<file path="src/rtl/sspq_pkg.sv">
package sspq_pkg;

  localparam int DEPTH  = 16;
  localparam int DATA_W = 32;
  localparam int PRIO_W = 16;
  localparam int CNT_W  = $clog2(DEPTH + 1);
  localparam int OUT_CNT_W = 5;

  localparam logic CMD_ENQUEUE = 1'b0;
  localparam logic CMD_DEQUEUE = 1'b1;

  localparam logic [1:0] ST_ENQUEUED = 2'd0;
  localparam logic [1:0] ST_DEQUEUED = 2'd1;
  localparam logic [1:0] ST_EMPTY    = 2'd2;
  localparam logic [1:0] ST_FULL     = 2'd3;

  typedef struct packed {
    logic signed [DATA_W-1:0] data;
    logic [PRIO_W-1:0]        prio;
  } entry_t;

  typedef struct packed {
    logic enq;
    logic deq;
  } cell_ctrl_t;

endpackage

</file>
<file path="src/rtl/sspq_req_if.sv">
interface sspq_req_if;
  logic                                  valid;
  logic                                  ready;
  logic                                  command;
  logic signed [sspq_pkg::DATA_W-1:0]    data_in;
  logic [sspq_pkg::PRIO_W-1:0]           priority_in;

  modport source (output valid, output command, output data_in, output priority_in,
                  input ready);
  modport sink (input valid, input command, input data_in, input priority_in,
                output ready);
endinterface

</file>
<file path="src/rtl/sspq_rsp_if.sv">
interface sspq_rsp_if;
  logic                                  valid;
  logic                                  ready;
  logic signed [sspq_pkg::DATA_W-1:0]    data_out;
  logic [1:0]                            status;
  logic [sspq_pkg::OUT_CNT_W-1:0]        entry_count;

  modport source (output valid, output data_out, output status, output entry_count,
                  input ready);
  modport sink (input valid, input data_out, input status, input entry_count,
                output ready);
endinterface

</file>
<file path="src/rtl/sspq_cell.sv">
module sspq_cell (
  input  logic                 clk,
  input  sspq_pkg::cell_ctrl_t ctrl,
  input  sspq_pkg::entry_t     new_entry,
  input  logic                 occupied,
  input  logic                 keep_prev,
  input  sspq_pkg::entry_t     prev_entry,
  input  sspq_pkg::entry_t     next_entry,
  output sspq_pkg::entry_t     entry,
  output logic                 keep
);
  import sspq_pkg::*;

  entry_t entry_next;

  // an occupied cell at or below the new priority holds its place
  assign keep = occupied && (entry.prio <= new_entry.prio);

  always_comb begin
    entry_next = entry;
    if (ctrl.enq && !keep) begin
      if (keep_prev) begin
        entry_next = new_entry;
      end else begin
        entry_next = prev_entry;
      end
    end else if (ctrl.deq) begin
      entry_next = next_entry;
    end
  end

  always_ff @(posedge clk) begin
    entry <= entry_next;
  end

endmodule

</file>
<file path="src/rtl/stable_sorted_priority_queue.sv">
// Sorted priority queue of DEPTH entries, held in a row of cells.
// req channel: command (0 enqueue, 1 dequeue), data_in, priority_in.
// rsp channel: data_out, status, entry_count; exactly one rsp transaction
// follows each req transaction, in order.
// An enqueue lands behind every held entry of lower or equal priority
// number, so equal numbers leave in arrival order. A dequeue returns the
// front entry. Enqueue on a full queue is dropped (status 3); dequeue on
// an empty queue returns status 2 with data_out zero.
// Latency: the result is valid the cycle after the request is taken.
// Throughput: one request per cycle while req.ready is high; every cell
// compares and shifts in the same cycle, so the row depth does not affect the rate.
// The single output register stalls req.ready while a result waits and
// rsp.ready is low; nothing is lost or repeated.
// Reset (rst, synchronous) empties the queue and clears the output valid; no
// clearing pass is needed, so requests are taken the cycle after reset.
module stable_sorted_priority_queue (
  input logic       clk,
  input logic       rst,
  sspq_req_if.sink  req,
  sspq_rsp_if.source rsp
);
  import sspq_pkg::*;

  logic [CNT_W-1:0] count;
  logic [CNT_W-1:0] count_next;
  logic             out_valid;
  logic signed [DATA_W-1:0] out_data;
  logic [1:0]       out_status;

  logic             take;
  logic             full;
  logic             empty;
  cell_ctrl_t       ctrl;
  entry_t           new_entry;
  entry_t           cells [DEPTH];
  logic [DEPTH-1:0] keep;
  logic [DEPTH-1:0] occupied;

  assign take  = req.valid && req.ready;
  assign full  = (count == CNT_W'(DEPTH));
  assign empty = (count == '0);
  assign req.ready = !out_valid || rsp.ready;

  assign ctrl.enq = take && (req.command == CMD_ENQUEUE) && !full;
  assign ctrl.deq = take && (req.command == CMD_DEQUEUE) && !empty;
  assign new_entry.data = req.data_in;
  assign new_entry.prio = req.priority_in;

  genvar i;
  generate
    for (i = 0; i < DEPTH; i++) begin : g_cell
      entry_t prev_e;
      entry_t next_e;
      logic   keep_p;

      assign occupied[i] = (count > CNT_W'(i));

      if (i == 0) begin : g_first
        assign prev_e = new_entry;
        assign keep_p = 1'b1;
      end else begin : g_mid
        assign prev_e = cells[i-1];
        assign keep_p = keep[i-1];
      end

      if (i == DEPTH - 1) begin : g_last
        assign next_e = cells[i];
      end else begin : g_inner
        assign next_e = cells[i+1];
      end

      sspq_cell u_cell (
        .clk        (clk),
        .ctrl       (ctrl),
        .new_entry  (new_entry),
        .occupied   (occupied[i]),
        .keep_prev  (keep_p),
        .prev_entry (prev_e),
        .next_entry (next_e),
        .entry      (cells[i]),
        .keep       (keep[i])
      );
    end
  endgenerate

  always_comb begin
    count_next = count;
    if (ctrl.enq) begin
      count_next = count + CNT_W'(1);
    end else if (ctrl.deq) begin
      count_next = count - CNT_W'(1);
    end
  end

  always_ff @(posedge clk) begin
    if (rst) begin
      count     <= '0;
      out_valid <= 1'b0;
    end else begin
      count <= count_next;
      if (take) begin
        out_valid <= 1'b1;
      end else if (rsp.ready) begin
        out_valid <= 1'b0;
      end
    end
  end

  always_ff @(posedge clk) begin
    if (take) begin
      case (req.command)
        CMD_ENQUEUE: begin
          out_data   <= '0;
          out_status <= full ? ST_FULL : ST_ENQUEUED;
        end
        CMD_DEQUEUE: begin
          if (empty) begin
            out_data   <= '0;
            out_status <= ST_EMPTY;
          end else begin
            out_status <= ST_DEQUEUED;
            out_data   <= cells[0].data;
          end
        end
        default: begin
          out_data   <= '0;
          out_status <= ST_EMPTY;
        end
      endcase
    end
  end

  // count already holds the post-transaction value when the result is shown
  assign rsp.valid       = out_valid;
  assign rsp.data_out    = out_data;
  assign rsp.status      = out_status;
  assign rsp.entry_count = OUT_CNT_W'(count);

endmodule
</file>
<file path="src/flat_wrapper.sv">
// flat-port wrapper written by rule: the top's interface ports become plain ports
module stable_sorted_priority_queue_flat import sspq_pkg::*;
  (clk, rst, req_valid, req_command, req_data_in, req_priority_in, req_ready, rsp_valid, rsp_data_out, rsp_status, rsp_entry_count, rsp_ready);
  sspq_req_if req_i ();
  sspq_rsp_if rsp_i ();
  input logic clk;
  input logic rst;
  input wire logic [$bits(req_i.valid)-1:0] req_valid;
  input wire logic [$bits(req_i.command)-1:0] req_command;
  input wire logic [$bits(req_i.data_in)-1:0] req_data_in;
  input wire logic [$bits(req_i.priority_in)-1:0] req_priority_in;
  output wire logic [$bits(req_i.ready)-1:0] req_ready;
  output wire logic [$bits(rsp_i.valid)-1:0] rsp_valid;
  output wire logic [$bits(rsp_i.data_out)-1:0] rsp_data_out;
  output wire logic [$bits(rsp_i.status)-1:0] rsp_status;
  output wire logic [$bits(rsp_i.entry_count)-1:0] rsp_entry_count;
  input wire logic [$bits(rsp_i.ready)-1:0] rsp_ready;
  assign req_i.valid = req_valid;
  assign req_i.command = req_command;
  assign req_i.data_in = req_data_in;
  assign req_i.priority_in = req_priority_in;
  assign req_ready = req_i.ready;
  assign rsp_valid = rsp_i.valid;
  assign rsp_data_out = rsp_i.data_out;
  assign rsp_status = rsp_i.status;
  assign rsp_entry_count = rsp_i.entry_count;
  assign rsp_i.ready = rsp_ready;
  stable_sorted_priority_queue u_core (.clk(clk), .rst(rst), .req(req_i), .rsp(rsp_i));
endmodule
</file>
<file path="config.mk">
export PLATFORM = sky130hd
export DESIGN_NAME = stable_sorted_priority_queue_flat
export DESIGN_NICKNAME = d
export VERILOG_FILES = /design/src/rtl/sspq_pkg.sv /design/src/rtl/sspq_req_if.sv /design/src/rtl/sspq_rsp_if.sv /design/src/rtl/sspq_cell.sv /design/src/rtl/stable_sorted_priority_queue.sv /design/src/flat_wrapper.sv
export SDC_FILE = /design/constraint.sdc
export NUM_CORES = 2
export LEC_CHECK = 0
export BUFFER_PORTS_ARGS = -buffer_cell sky130_fd_sc_hd__buf_4
export CAP_MARGIN = 10
export CORE_ASPECT_RATIO = 0.9
export CORE_UTILIZATION = 56
export CTS_BUF_LIST = sky130_fd_sc_hd__clkbuf_8 sky130_fd_sc_hd__clkbuf_16
export CTS_CLUSTER_DIAMETER = 30
export DETAILED_ROUTE_END_ITERATION = 10
export PLACE_DENSITY_LB_ADDON = 0.08
export SLEW_MARGIN = 20
export SYNTH_ARGS = -nofsm -noshare
export SYNTH_HDL_FRONTEND = slang
export SYNTH_SLANG_ARGS = --single-unit
</file>
<file path="constraint.sdc">
create_clock -name clk -period 8.1 [get_ports clk]
set_input_delay 0.405 -clock clk [delete_from_list [all_inputs] [get_ports clk]]
set_output_delay 0.405 -clock clk [all_outputs]
set_load 0.02 [all_outputs]
</file>
==> qor.txt <==
worst slack, placed -> 2.88 ns
CTS sink count -> 808
RSZ-0062 raised after global routing -> false
Post-CTS Setup Inserts -> 0
Post-Syn Instances -> 4363
RR Endpoint -> u_core.g_cell[0].u_cell.entry[36]
final worst path period share -> 58.6%
Worst EP arrival -> 5.15 ns
Min-Delay Path Depth -> 2
minimum clock period -> 4.74 ns
fin area -> 0.0534 mm²
Top FF cell, synth -> edfxtp_1
Layout area overhead -> 16.7%
num rows -> 99
Clk pwr share -> 48.3%
Comb pwr share -> 15.0%
Via density -> 6.56
cts bufs inserted -> 175
Antenna Nets Post-Route -> 0
run status -> finished clean
Leak Pwr -> 20.5 nW
EDFF count, synth -> 802
Core ar. -> 0.0809 mm²
Buf+Inv Stages, Crit Path -> 4
Largest stage delay, worst path -> 0.82 ns
pin count of the biggest net entering global routing -> 97
placed cells -> 5263
Final #Nets -> 4697
Clock Tree Root -> clkbuf_16
critical path depth -> 12
Placement Cell Area -> 0.0472 mm²
Setup TNS -> 0 ns
worst vdd ir -> 0.218 mV
drt total wl -> 150000 µm
CTS Buffer Depth -> 3
synth warn -> 0
final hold violation count -> 0
max-slew headroom at the worst pin -> 25.5%
Die Wd -> 303 µm
slowest CP cell -> nand2_2
Worst-Margin Slew -> 1.11 ns
Int Pwr -> 11.0 mW
R2R setup slack -> 3.36 ns
I/O Buffers -> 93
Final Max Tran Viols -> 0
PD cells -> 287 mW/mm²
initial antenna violation count -> 2
Setup violations, final -> 0
largest area contributor in the netlist -> edfxtp_1
CP required -> 8.51 ns
post-synth top area share -> 52.7%
dpl hpwl -> 92200 µm
syn nets -> 4677
share of cells above drive strength 1 -> 13.1%
Worst Hold Launch -> req_data_in[29]
sequential share of power -> 36.6%
worst-skew pair later-pin latency -> 0.76 ns
fmax -> 0.211 GHz
critical path startpoint category -> register
CP Class -> register to register
CTS tree -> done
Netlist cell types -> 70
top cells by area, synth -> edfxtp_1 (53%), mux2i_1 (9.1%), ha_1 (7.1%)
clock skew -> 0.0379 ns
Avg WL per Cell -> 26.9 µm
via count -> 36710
Hold Path End -> u_core.g_cell[0].u_cell.entry[45]
post-synthesis sequential area ratio -> 52.9%
sw frac -> 28.2%
DRT iter0 DRCs -> 4562
CP Cell Sequence -> inv_1 -> ha_1 -> or3b_1 -> nor2_2 -> a2111oi_0 -> buf_4 -> o211ai_1 -> and2_2 -> buf_4 -> nand2_2 -> nand2_2 -> buf_4
asr flop ratio synth -> 0%
CTS HTree Levels -> 4
global route overflow -> 0
most frequent cells in the layout -> edfxtp_1 (802), nand2_1 (654), nor2_1 (479)
Initial Util -> 56.5%
Psw -> 4.33 mW
Crit. End Element -> register
worst hold path class -> input pin to register
crit path max fanout -> 49
Die Y -> 273 µm
Residual DRC -> 0
Seq cells post-synth -> 808
FF-to-FF path depth -> 12
CP most frequent cell -> buf_4
io pins -> 94
Max Cap Viol -> 0
RR Startpoint -> u_core.rsp.entry_count[1]
Fill cells -> 6369
Final Worst Setup Slack -> 3.36 ns
fin cells -> 5593
commonest non-fill, non-tap cell in the layout -> edfxtp_1
clk slew on worst S/H paths -> 0.05 ns
Mapped Area -> 0.0457 mm²
DIE AREA -> 0.0828 mm²
first-pass GRT wire length -> 223000 µm
gr usage total -> 36.2%
placer's final routability congestion estimate -> 1.01
Avg Cell Area, Syn -> 10.5 µm²
WHS -> 0.0889 ns
CP top delay family -> simple AND/OR/NAND/NOR gates
drt pass-1 iters -> 8
number of global-route vias before repair -> 35381
[state kept, by name, summed over array words and instances, names as in the netlist]
signal and cells:
u_core.g_cell.u_cell.entry 768, u_core.rsp.data_out 32, u_core.rsp.entry_count 5, u_core.rsp.status 2
u_core.rsp.valid 1
[layer usage]
metal  track usage (%)  share of wire (%)  vias up
li1                  -                  -    16141
met1              52.4                 43    18021
met2              53.0                 43     2191
met3              6.56                 10      357
met4              15.6                4.2        0
met5                 0                  0        -
[worst max-delay path by stage]
stage / start / end / slack (ns)
2_1_floorplan: req_priority_in[13] / u_core.g_cell[4].u_cell.entry[0] / 1.90
3_3_place_gp: req_priority_in[13] / u_core.g_cell[0].u_cell.entry[34] / 2.98
3_5_place_dp: req_priority_in[13] / u_core.g_cell[0].u_cell.entry[34] / 2.88
4_1_cts: u_core.rsp.entry_count[1] / u_core.g_cell[0].u_cell.entry[34] / 3.41
5_1_grt: u_core.rsp.entry_count[1] / u_core.g_cell[0].u_cell.entry[34] / 3.22
6_report: u_core.rsp.entry_count[1] / u_core.g_cell[0].u_cell.entry[36] / 3.36
[per-stage QoR]
stage          util [%]  power [mW]
6_report           66.0        15.3
3_3_place_gp       58.3        7.84
2_1_floorplan         -        7.04
5_1_grt            66.0        15.8
3_5_place_dp       58.4        7.90
4_1_cts            66.0        15.3
[power by group through the flow]
stage               sequential, mW  combinational (mW)  clock, mW
floorplan                     5.57                1.47          0
global placement              5.67                2.18          0
detailed placement            5.67                2.24          0
CTS                           5.60                2.26       7.44
global route                  5.65                2.50       7.64
finish                        5.62                2.31       7.40
[cells in the mapped netlist (all sizes together) (40+ instances only)]
master / n
mux2: 97
a31oi: 197
mux2i: 415
inv: 46
o21ai: 391
nand2: 669
clkbuf: 194
and2: 40
nand4: 45
buf: 130
edfxtp: 802
nor2: 484
ha: 261
a21oi: 401
[logic make-up after synthesis]
kind of cell	after synthesis	share of synthesized area [%]
multiplexers	512	11.5
flip-flops	808	52.9
AND/OR/NAND/NOR	1346	12.1
AO/OA/AOI/OAI	1062	12.7
XOR/XNOR	4	0.0766
adder cells (fa/ha/maj)	261	7.14
buffers and inverters	370	3.56
[area by class of cell]
| cell class | count | area [µm²] | area share [%] |
|---|---|---|---|
| Sequential cell | 808 | 24200 | 45.4 |
| Multi-Input combinational cell | 3185 | 20300 | 38.0 |
| Clock buffer | 180 | 4480 | 8.40 |
| Clock inverter | 146 | 1640 | 3.07 |
| Tap cell | 1060 | 1330 | 2.49 |
| Timing Repair Buffer | 167 | 1290 | 2.42 |
| Inverter | 46 | 173 | 0.324 |
| Antenna cell | 1 | 2.50 | 0.00469 |
[what timing repair did]
action                    4_1_cts  5_1_grt
hold buffers                    3        0
gates resized for setup         0        0
hold endpoints to repair        6        0
(Power assumes the default switching activity.)
